--- src/hdl/wdrd_pkg.sv ---
`default_nettype none
package wdrd_pkg;

	localparam logic [2:0] MODE_CLEAR = 3'd0;
	localparam logic [2:0] MODE_LOAD = 3'd1;
	localparam logic [2:0] MODE_DIFF = 3'd2;
	localparam logic [2:0] MODE_CAPTURE = 3'd3;
	localparam logic [2:0] MODE_SNAP_RESET = 3'd4;

	localparam logic [6:0] MAX_RECTS = 7'd64;
	localparam int CAP_REG_INDEX = 0;

	typedef struct packed {
		logic [2:0] mode;
		logic [4:0] slot_index;
		logic [15:0] entry_generation;
		logic node_found;
		logic [31:0] node_version;
		logic [7:0] widget_kind;
		logic signed [15:0] frame_x;
		logic signed [15:0] frame_y;
		logic signed [15:0] frame_width;
		logic signed [15:0] frame_height;
	} in_item_t;

	typedef struct packed {
		logic signed [15:0] rect_x;
		logic signed [15:0] rect_y;
		logic signed [15:0] rect_width;
		logic signed [15:0] rect_height;
		logic rect_valid;
		logic diff_status;
		logic last_result;
		logic [6:0] rect_count;
	} out_item_t;

	typedef struct packed {
		logic signed [15:0] x;
		logic signed [15:0] y;
		logic signed [15:0] w;
		logic signed [15:0] h;
	} frame_t;

	typedef struct packed {
		logic [15:0] gen;
		logic [31:0] ver;
		logic [7:0] kind;
		frame_t fr;
	} slot_rec_t;

	typedef enum logic [1:0] {
		ST_IDLE,
		ST_COUNT,
		ST_JUDGE,
		ST_EMIT
	} wdrd_state_t;

	typedef struct packed {
		logic table_op;
		logic walk_clr;
		logic diff_init;
		logic count_step;
		logic emit_step;
		logic emit_err;
		logic emit_none;
	} wdrd_cmd_t;

	typedef struct packed {
		logic count_end;
		logic emit_end;
		logic over;
		logic none;
	} wdrd_status_t;

endpackage
`default_nettype wire

--- src/hdl/wdrd_ctrl.sv ---
`default_nettype none
module wdrd_ctrl (
	input wire logic clk,
	input wire logic arst_n,
	input wire logic start,
	input wire logic [2:0] mode,
	input wire wdrd_pkg::wdrd_status_t sts,
	output wdrd_pkg::wdrd_cmd_t cmd,
	output logic busy
);
	import wdrd_pkg::*;

	wdrd_state_t state_q, state_d;

	always_ff @(posedge clk or negedge arst_n) begin
		if (!arst_n) begin
			state_q <= ST_IDLE;
		end else begin
			state_q <= state_d;
		end
	end

	always_comb begin
		state_d = state_q;
		unique case (state_q)
			ST_IDLE: begin
				if (start && mode == MODE_DIFF) state_d = ST_COUNT;
			end
			ST_COUNT: begin
				if (sts.count_end) state_d = ST_JUDGE;
			end
			ST_JUDGE: begin
				if (sts.over || sts.none) state_d = ST_IDLE;
				else state_d = ST_EMIT;
			end
			ST_EMIT: begin
				if (sts.emit_end) state_d = ST_IDLE;
			end
			default: state_d = ST_IDLE;
		endcase
	end

	always_comb begin
		cmd = '0;
		busy = (state_q != ST_IDLE);
		unique case (state_q)
			ST_IDLE: begin
				cmd.table_op = start && mode != MODE_DIFF;
				cmd.walk_clr = start && mode == MODE_DIFF;
				cmd.diff_init = start && mode == MODE_DIFF;
			end
			ST_COUNT: cmd.count_step = 1'b1;
			ST_JUDGE: begin
				cmd.walk_clr = 1'b1;
				cmd.emit_err = sts.over;
				cmd.emit_none = !sts.over && sts.none;
			end
			ST_EMIT: cmd.emit_step = 1'b1;
			default: cmd = '0;
		endcase
	end

endmodule
`default_nettype wire

--- config.mk ---
export PLATFORM = sky130hd
export DESIGN_NAME = wdrd_ctrl
export DESIGN_NICKNAME = d
export VERILOG_FILES = /design/src/hdl/wdrd_pkg.sv /design/src/hdl/wdrd_ctrl.sv
export SDC_FILE = /design/constraint.sdc
export NUM_CORES = 1
export LEC_CHECK = 0
export ABC_AREA = 1
export BUFFER_PORTS_ARGS = -buffer_cell sky130_fd_sc_hd__buf_2
export CAP_MARGIN = 10
export CORE_AREA = 2 2 39 41
export DETAILED_ROUTE_END_ITERATION = 8
export DIE_AREA = 0 0 41 43
export GPL_TIMING_DRIVEN = 0
export HOLD_SLACK_MARGIN = 0.02
export PLACE_DENSITY_LB_ADDON = 0.12
export SLEW_MARGIN = 20
export SYNTH_ARGS = -nofsm -noshare
export SYNTH_HDL_FRONTEND = slang
export SYNTH_SLANG_ARGS = --single-unit
export TNS_END_PERCENT = 100
--- constraint.sdc ---
create_clock -name clk -period 1.3 [get_ports clk]
set_input_delay 0.065 -clock clk [delete_from_list [all_inputs] [get_ports clk]]
set_output_delay 0.065 -clock clk [all_outputs]
set_load 0.02 [all_outputs]
==> results of run 1 <==
-- kinds of logic (layout without fill, tap and decap cells) --
group / Yosys count / in the layout / share of synthesized area [%]
AO/OA/AOI/OAI: 3 / 3 / 9.80
buffers and inverters: 11 / 32 / 21.6
AND/OR/NAND/NOR: 20 / 20 / 42.5
flip-flops: 2 / 2 / 26.1
-- how the worst min path moves through the flow --
stage | start | to | cells past startpoint
5_1_grt | sts[2] | state_q[1] | 4
3_3_place_gp | arst_n | state_q[1] | 1
4_1_cts | sts[2] | state_q[1] | 4
3_5_place_dp | arst_n | state_q[1] | 1
2_1_floorplan | arst_n | state_q[0] | 0
6_report | sts[2] | state_q[1] | 4
-- cell usage after synthesis --
library cell and number:
dfrtp_1 2, nand4_1 1, nand3_1 3, inv_2 1, o21a_1 1, inv_1 10
nor2_1 6, nand2_1 10, a31oi_1 1, o21ai_0 1
-- through the flow --
stage | util [%] | hold slack [ns] | instance area (sq um) | cells
finish | 25.0 | 0.112 | 347 | 73
global route | 25.0 | 0.134 | 347 | 73
CTS | 24.0 | 0.113 | 332 | 73
detailed placement | 21.4 | -0.146 | 297 | 69
global placement | 21.4 | -0.148 | 297 | 69
floorplan | - | -0.231 | 191 | 36
-- worst max-delay path, delay by kind of cell (launching register included) --
family / cells / cell delay, ns
flip-flops: 1 / 0.45
AO/OA/AOI/OAI: 1 / 0.14
AND/OR/NAND/NOR: 2 / 0.18
buffers and inverters: 1 / 0.16
-- metal layers --
metal | global-route usage [%] | vias up
met3 | 7.85 | 0
li1 | - | 148
met5 | 0 | -
met1 | 9.58 | 109
met2 | 10.3 | 11
met4 | 6.00 | 0
-- power by group --
group / internal [mW] / total, mW / switching [mW]
registers: 0.0962 / 0.150 / 0.0540
clock network: 0.102 / 0.137 / 0.0354
logic: 0.158 / 0.418 / 0.260
-- what timing repair did --
action,CTS,global route
endpoints found under the hold margin,2,0
pin swaps,1,0
gates resized for setup,1,7
setup endpoints to repair,2,5
hold buffers,1,0
-- layout make-up --
| class | count | area (sq um) | share of cell area, % |
|---|---|---|---|
| well taps | 16 | 20.0 | 5.78 |
| flip-flops and latches | 2 | 52.6 | 15.2 |
| repair buffers | 18 | 100 | 28.9 |
| clock buffers | 3 | 22.5 | 6.50 |
| inverters | 11 | 41.3 | 11.9 |
| multi-input cells | 23 | 110 | 31.8 |
==> summary.txt, run 1 <==
Run status
  • Status: finished clean

Logic synthesis
  • Unique masters post-synth: 10
  • Ranking of synthesized cells by area: dfrtp_1, inv_1, nand2_1
  • Sequential-to-total area share from yosys stat: 26.1%
  • Yosys top cell by area: dfrtp_1
  • Mapped Cells: 36
  • Mapped Area: 191 sq um
  • Post-synth top area share: 26.1%
  • Yosys reg bits: 2
  • YS warnings: 0
  • Syn Nets: 46
  • Mean post-synth cell area: 5.32 sq um

Worst setup path
  • Worst Setup SP: state_q[0]
  • Crit-path max cell delay: 0.45 ns
  • CP Cell Sequence: nor2_4 -> nand2_1 -> a31oi_1 -> buf_4
  • Worst Path Arrival: 1.15 ns
  • R2R Setup Slk: 0.35 ns
  • Worst r2r src: state_q[1]
  • Slowest stage cell, crit path: dfrtp_2
  • Worst Setup Start Kind: flop
  • Req. time, crit path: 1.24 ns
  • CP Capture Point: cmd[6]
  • CP endpoint kind: output pin
  • FF-to-FF path depth: 5
  • Critical Path Fanout Max: 7
  • Setup CP Type: reg -> out
  • RR Endpoint: state_q[0]

Die
  • Initial Utilization: 13.8%
  • Core ar.: 1380 sq um
  • Rows: 14
  • Die ar.: 1760 sq um
  • Die H: 43 um
  • Die extent in x: 41 um
  • Boundary pin count: 18

GRT
  • Largest net degree at the start of global routing: 8
  • GRT Resource Usage Total: 8.72%
  • Global route overflow: 0
  • Number of global-route vias before repair: 256
  • Antenna violations before repair: 0
  • First-pass GRT wire length: 972 um

Route
  • Post-route ant nets: 0
  • DR iter-0 viols: 4
  • Wirelength, routed: 540 um
  • Met2 WL post-DR: 219 um
  • Routed wl met3: 52 um
  • Routed wire per std cell: 7.40 um
  • Top Metal Used: met3
  • Via count: 268
  • Via-to-Cell Ratio: 3.67
  • Met1 Wirelength: 269 um
  • DR pass1 iterations: 2
  • DR DRC count: 0

Timing
  • Max-slew violations: 0
  • Worst clock skew: 0.00279 ns
  • Crit path time final: 1.22 ns
  • RSZ-0062 raised after global routing: true
  • Max_slew headroom: 89.4%
  • Hold Fails Final Rpt: 0
  • Final setup fails: 0
  • Worst slew pin tran: 0.159 ns
  • Slack of the critical path: 0.0803 ns
  • Setup TNS: 0 ns
  • Fin crit share: 93.8%
  • Max Freq: 0.820 GHz

Layout
  • Area Overhead vs Synth: 81.0%
  • Largest register FFs: 2
  • Commonest non-fill, non-tap cell in the layout: buf_2
  • # nets final: 69
  • Most frequent cells in the layout: buf_2, nand2_1, inv_1
  • Fillers: 175
  • Antenna diodes: 0
  • Regs by FF count: state_q (2)
  • Most flops, register: state_q
  • Layout cell share with drive strength beyond 1: 45.6%

Clock network
  • CTS Buf Count: 3
  • Reg clk slew, reported paths: 0.03 ns
  • H-tree levels: 1
  • CTS tree: done
  • Number of clock sinks: 2
  • Postcts setup bufs: 0
  • Worst-skew pair later-pin latency: 0.22 ns
  • Clock Tree Root: clkbuf_4
  • Clk buf depth: 2

Power
  • Peak supply drop: 0.456 mV
  • Pwr dens: 2030 nW/um^2
  • Leakage: 0.230 nW
  • Total chip power: 0.705 mW

Placement
  • Post-DP HPWL: 442 um
  • RePlAce Congestion: 0.612
  • Pre-CTS WS: 0.178 ns
  • Port bufs: 17

Min path
  • Hold Path Class: in -> reg

Job
  • # Max-Cap Violations: 0
(Power assumes the default switching activity.)
==> run 2, diff against run 1 <==
Settings changed: ABC_AREA 1 to not set, CTS_CLUSTER_DIAMETER set to 200.
==> summary.txt, run 2 <==
Logic synthesis
  • Yosys top cell by area: dfrtp_1
  • Unique masters post-synth: 15 (+5)
  • Mapped Cells: 24 (-33%)
  • Yosys reg bits: 2 (unchanged)
  • Post-synth top area share: 24.1% (-2.0 points)
  • Ranking of synthesized cells by area: dfrtp_1, nor2b_1, nor3b_4
  • Post-synth top flop: dfrtp_1
  • Syn Nets: 34 (-26%)
  • Post-synth ARST share: 100% (unchanged)
  • YS warnings: 0 (unchanged)
  • Synth cell count leaders: nor2_1, nor2b_1, dfrtp_1, nand2_1, o21ai_0
  • Mapped Area: 208 sq um (+8.5%)
  • Sequential-to-total area share from yosys stat: 24.1% (-2.0 points)
  • Mean post-synth cell area: 8.65 sq um (+63%)
  • EDFF count, synth: 0 (unchanged)

Timing
  • Slack of the critical path: -0.00178 ns (-0.0820 ns)
  • RSZ-0062 raised after global routing: true
  • Max-slew violations: 0 (unchanged)
  • Worst clock skew: 0.00352 ns (+0.000731 ns)
  • Fin crit share: 100% (+6.3 points)
  • Max Freq: 0.768 GHz (-6.3%)
  • Final setup fails: 1 (+1)
  • Crit path time final: 1.30 ns (+0.0820 ns)
  • Max_slew headroom: 84.9% (-4.5 points)
  • Worst slew pin tran: 0.227 ns (+0.0678 ns)
  • Hold Fails Final Rpt: 0 (unchanged)
  • Hold slack: 0.135 ns (+0.0226 ns)

Die
  • Die ar.: 1760 sq um (unchanged)
  • Initial Utilization: 15.0% (+1.2 points)
  • Boundary pin count: 18 (unchanged)
  • Die extent in x: 41 um (unchanged)
  • Die H: 43 um (unchanged)
  • Core ar.: 1380 sq um (unchanged)
  • Rows: 14 (unchanged)

GRT
  • Number of global-route vias before repair: 224 (-13%)
  • First-pass GRT wire length: 917 um (-5.7%)
  • Global route overflow: 0 (unchanged)
  • Antenna violations before repair: 0 (unchanged)
  • Largest net degree at the start of global routing: 11 (+3)
  • GRT Resource Usage Total: 8.83% (+0.11 points)

Layout
  • Most flops, register: state_q
  • # nets final: 62 (-10%)
  • Area Overhead vs Synth: 92.8%
  • Finished layout cell area: 400 sq um (+16%)
  • Regs by FF count: state_q (2)
  • Fillers: 154 (-12%)
  • Commonest non-fill, non-tap cell in the layout: buf_2
  • Layout cell share with drive strength beyond 1: 66.0% (+20 points)
  • Antenna diodes: 0 (unchanged)
  • Most frequent cells in the layout: buf_2, buf_4, nor2_1, nor2b_1, clkbuf_4
  • Largest register FFs: 2 (unchanged)

Run status
  • Status: complete, but fails checks
  • Failing checks: setup timing

Clock network
  • Clk buf depth: 2 (unchanged)
  • Number of clock sinks: 2 (unchanged)
  • Worst-skew pair later-pin latency: 0.22 ns (about the same)
  • CTS Buf Count: 3 (unchanged)
  • CTS tree: done
  • H-tree levels: 1 (unchanged)
  • Clock Tree Root: clkbuf_4
  • Reg clk slew, reported paths: 0.03 ns (about the same)

Route
  • Via-to-Cell Ratio: 4.05 (+10%)
  • Post-route ant nets: 0 (unchanged)
  • Via count: 267 (-0.37%)
  • Routed wire per std cell: 9.44 um (+28%)
  • DR iter-0 viols: 4 (unchanged)
  • Wirelength, routed: 623 um (+15%)
  • DR pass1 iterations: 4 (+2)
  • DR DRC count: 0 (unchanged)

Worst setup path
  • Worst Path Arrival: 1.24 ns (+0.09 ns)
  • Worst path bufs/invs: 1 (unchanged)
  • Worst Setup Start Kind: flop
  • Setup CP Type: reg -> out
  • Critical Path Fanout Max: 4 (-3)
  • CP delay by family, top: simple AND/OR/NAND/NOR gates
  • Crit-path max cell delay: 0.42 ns (-0.03 ns)
  • CP Cell Sequence: or2_4 -> nor3b_2 -> buf_4
  • CP endpoint kind: output pin
  • Req. time, crit path: 1.24 ns (about the same)
  • Slowest stage cell, crit path: dfrtp_2

Placement
  • Post-DP HPWL: 405 um (-8.6%)
  • Pre-CTS WS: 0.147 ns (-0.0317 ns)
  • RePlAce Congestion: 0.625 (+2.2%)
  • Placement Cell Area: 313 sq um (+5.5%)
  • Port bufs: 17 (unchanged)

Job
  • # Max-Cap Violations: 0 (unchanged)

Min path
  • Hold Path Class: in -> reg

Power
  • Leakage: 0.211 nW (-8.6%)
  • Peak supply drop: 0.690 mV (+52%)
  • Total chip power: 0.770 mW (+9.2%)
  • Pwr dens: 1920 nW/um^2 (-5.5%)
==> run 2: layout make-up <==
type | count | area, sq um | share of cell area, %
repair buffers | 24 | 151 | 37.8
clock buffers | 3 | 22.5 | 5.62
multi-input cells | 21 | 155 | 38.8
well taps | 16 | 20.0 | 5.00
flip-flops and latches | 2 | 51.3 | 12.8
==> run 2: cells by family after synthesis <==
group	Yosys count	share of synthesized area, %
AND/OR/NAND/NOR	16	53.0
AO/OA/AOI/OAI	5	17.5
flip-flops	2	24.1
buffers and inverters	1	5.42
==> run 2: report_power, final <==
group / leakage [nW] / total, mW / internal [mW] / switching [mW]
logic: 0.172 / 0.511 / 0.265 / 0.246
clock network: 0.0138 / 0.136 / 0.102 / 0.0341
registers: 0.0251 / 0.123 / 0.0913 / 0.0313
total: 0.211 / 0.770 / 0.458 / 0.312
==> run 2: worst register-to-register path, cell delays in order, from the launching register on <==
cell     delay (ns)
dfrtp_1        0.40
buf_6          0.15
buf_4          0.13
nor2b_1        0.13
o21ai_1        0.16
o31ai_2        0.08
==> run 2: routing by layer <==
metal	global-route usage (%)	wire length, um	part of all wire, %	up-vias
met3	3.66	43	6.9	2
li1	-	-	-	136
met5	0	0	0	-
met1	8.97	259	42	117
met2	10.9	292	47	12
met4	12.0	27	4.3	0
==> run 2: worst paths after layout <==
| kind | slack [ns] | end | startpoint | cells past startpoint |
|---|---|---|---|---|
| max | -0.002 | cmd[6] | state_q[0] | 3 |
| min | 0.14 | state_q[1] | sts[0] | 4 |
| max reg2reg | 0.13 | state_q[0] | state_q[1] | 5 |
| min reg2reg | 0.70 | state_q[1] | state_q[1] | 3 |
| max in group asynchronous | 1.03 | state_q[0] | arst_n | 2 |
| min in group asynchronous | 0.16 | state_q[1] | arst_n | 2 |
==> run 2: stage by stage <==
stage                     setup TNS, ns  utilization (%)  std cells
final                          -0.00178             28.9         66
after global routing            -0.0330             28.9         66
after CTS                       -0.0476             26.7         63
after detailed placement              0             22.6         57
after global placement                0             22.6         57
after floorplan                       0                -         24
==> run 2: repair_timing <==
action	CTS	global route
pin swaps	0	1
hold buffers	1	0
gates resized for setup	4	3
hold endpoints to repair	2	0
setup endpoints to repair	2	6
buffers inserted	2	4
==> run 3, diff against run 2 <==
--- a/config.mk
+++ b/config.mk
@@ -16,3 +16,2 @@
 export PLACE_DENSITY_LB_ADDON = 0.12
-export SLEW_MARGIN = 20
 export SYNTH_ARGS = -nofsm -noshare
==> constraint.sdc (replaced) <==
create_clock -name clk -period 1.3 [get_ports clk]
set_input_delay 0.26 -clock clk [delete_from_list [all_inputs] [get_ports clk]]
set_output_delay 0.26 -clock clk [all_outputs]
set_load 0.02 [all_outputs]
==> summary.txt, run 3 (synthesis results as in run 2) <==
Run status
  • Status: complete, but fails checks
  • Failing checks: setup timing

Worst setup path
  • CP dominant cell by count: buf_6
  • Worst path bufs/invs: 3 (+2)
  • Req. time, crit path: 1.04 ns (-0.20 ns)
  • Critical Path Fanout Max: 5 (+1)
  • CP endpoint kind: output pin
  • Setup CP Type: reg -> out
  • CP delay by family, top: flip-flops
  • Worst Setup Start Kind: flop
  • R2R Setup Slk: 0.17 ns (+0.04 ns)
  • Critical Path Stages: 4 (+1)
  • Slowest stage cell, crit path: dfrtp_2
  • Worst Path Arrival: 1.26 ns (+0.02 ns)
  • CP Capture Point: cmd[1]
  • Crit-path max cell delay: 0.43 ns (about the same)
  • RR Endpoint: state_q[0]
  • Worst Setup SP: state_q[0]
  • Worst r2r src: state_q[0]
  • FF-to-FF path depth: 4 (-1)
  • CP Cell Sequence: buf_4 -> buf_6 -> and3b_1 -> buf_6

Timing
  • Max_slew headroom: 79.1% (-5.8 points)
  • Final setup fails: 8 (+7)
  • Worst clock skew: 0.000782 ns (-0.00273 ns)
  • Max-slew violations: 0 (unchanged)
  • Worst slew pin tran: 0.314 ns (+0.0872 ns)
  • RSZ-0062 raised after global routing: true
  • Setup TNS: -0.878 ns (-0.876 ns)
  • Fin crit share: 117% (+17 points)
  • Hold slack: 0.348 ns (+0.213 ns)
  • Hold Fails Final Rpt: 0 (unchanged)
  • Crit path time final: 1.52 ns (+0.220 ns)
  • Max Freq: 0.657 GHz (-14%)
  • Slack of the critical path: -0.221 ns (-0.220 ns)

Layout
  • Layout cell share with drive strength beyond 1: 72.5% (+6.5 points)
  • Layout Utilization: 33.5% (+4.6 points)
  • Regs by FF count: state_q (2)
  • # nets final: 63 (+1.6%)
  • Most flops, register: state_q
  • Finished layout cell area: 464 sq um (+16%)
  • Final Non-Filler Cells: 67 (+1.5%)
  • Area Overhead vs Synth: 123%
  • Most frequent cells in the layout: buf_2, buf_6, buf_4
  • Commonest non-fill, non-tap cell in the layout: buf_2
  • Largest register FFs: 2 (unchanged)
  • Antenna diodes: 0 (unchanged)

Route
  • DR DRC count: 0 (unchanged)
  • Routed wire per std cell: 10.4 um (+10%)
  • DR pass1 iterations: 2 (-2)
  • DR iter-0 viols: 4 (unchanged)
  • Post-route ant nets: 0 (unchanged)
  • Via-to-Cell Ratio: 4.07 (+0.72%)
  • Wirelength, routed: 698 um (+12%)
  • Via count: 273 (+2.2%)

GRT
  • Met2 GRT Util: 12.8% (+1.9 points)
  • First-pass GRT wire length: 1060 um (+16%)
  • Global route overflow: 0 (unchanged)
  • Number of global-route vias before repair: 278 (+24%)
  • Met1 usage: 10.5% (+1.6 points)
  • GRT Resource Usage Total: 9.32% (+0.49 points)
  • Largest net degree at the start of global routing: 10 (-1)
  • GR peak layer: met2
  • M3 GR Usage: 2.09% (-1.6 points)
  • Antenna violations before repair: 0 (unchanged)

Placement
  • RePlAce Congestion: 0.625 (about the same)
  • Placed insts: 57 (unchanged)
  • Port bufs: 17 (unchanged)
  • Pre-CTS WS: -0.0950 ns (-0.242 ns)
  • Placement Cell Area: 330 sq um (+5.6%)

Min path
  • Hold Path Class: in -> async

Power
  • Peak supply drop: 1.02 mV (+47%)
  • Pwr dens: 1930 nW/um^2 (+0.62%)
  • Total chip power: 0.898 mW (+17%)
  • Leakage: 0.225 nW (+6.7%)

Die
  • Die extent in x: 41 um (unchanged)
  • Die ar.: 1760 sq um (unchanged)
  • Boundary pin count: 18 (unchanged)
  • Core ar.: 1380 sq um (unchanged)
  • Rows: 14 (unchanged)
  • Initial Utilization: 15.0% (unchanged)
  • Die H: 43 um (unchanged)

Clock network
  • Clk buf depth: 2 (unchanged)
  • CTS tree: done
  • Clock Tree Root: clkbuf_4
  • Number of clock sinks: 2 (unchanged)
  • H-tree levels: 1 (unchanged)
  • Worst-skew pair later-pin latency: 0.22 ns (about the same)
  • Reg clk slew, reported paths: 0.03 ns (about the same)
  • CTS Buf Count: 3 (unchanged)

Job
  • # Max-Cap Violations: 0 (unchanged)
run 3: changes by cell type in the layout (fill, tap and decap cells not counted):
cell     before  now
buf_6         1    7
a21oi_4       0    1
nor2_4        0    1
nor3b_4       1    2
and2_1        1    0
nor2_1        4    2
nor2_2        0    1
nor3b_2       1    0
buf_4         8    6
and2_4        0    1
a21oi_2       1    0
buf_2        14   11
run 3: final cells by class:
class / instances / area [sq um]
flip-flops and latches: 2 / 51.3
well taps: 16 / 20.0
repair buffers: 25 / 189
clock buffers: 3 / 22.5
fillers: 151 / 920
multi-input cells: 21 / 181
run 3: how the worst min path moves through the flow:
stage	startpoint	to	cells after the start	slack (ns)
after floorplan	arst_n	state_q[0]	0	-0.04
after global placement	arst_n	state_q[1]	1	0.05
after detailed placement	arst_n	state_q[0]	1	0.05
after CTS	sts[0]	state_q[1]	4	0.34
after global routing	arst_n	state_q[0]	2	0.36
final	arst_n	state_q[0]	2	0.35
run 3: worst register-to-register path: stages (launching register included):
cell     delay [ns]
dfrtp_2        0.43
buf_4          0.15
buf_6          0.12
buf_4          0.13
o31ai_2        0.22
run 3: where the power goes:
group / internal, mW / switching (mW) / leakage, nW
combinational: 0.344 / 0.287 / 0.186
sequential: 0.0913 / 0.0375 / 0.0251
clock: 0.102 / 0.0366 / 0.0138
total: 0.537 / 0.361 / 0.225
run 3: routing by layer:
metal  wire [um]  up-vias  part of all wire (%)
li1            -      138                     -
met1         299      122                    43
met2         342       13                    49
met3          56        0                   8.0
met4           0        0                     0
met5           0        -                     0
run 3: repair_timing:
item / CTS / global route
hold endpoints to repair: 2 / 0
hold buffers: 1 / 0
gates resized for setup: 8 / 10
pin swaps: 1 / 2
setup endpoints to repair: 8 / 8
buffers inserted: 4 / 3
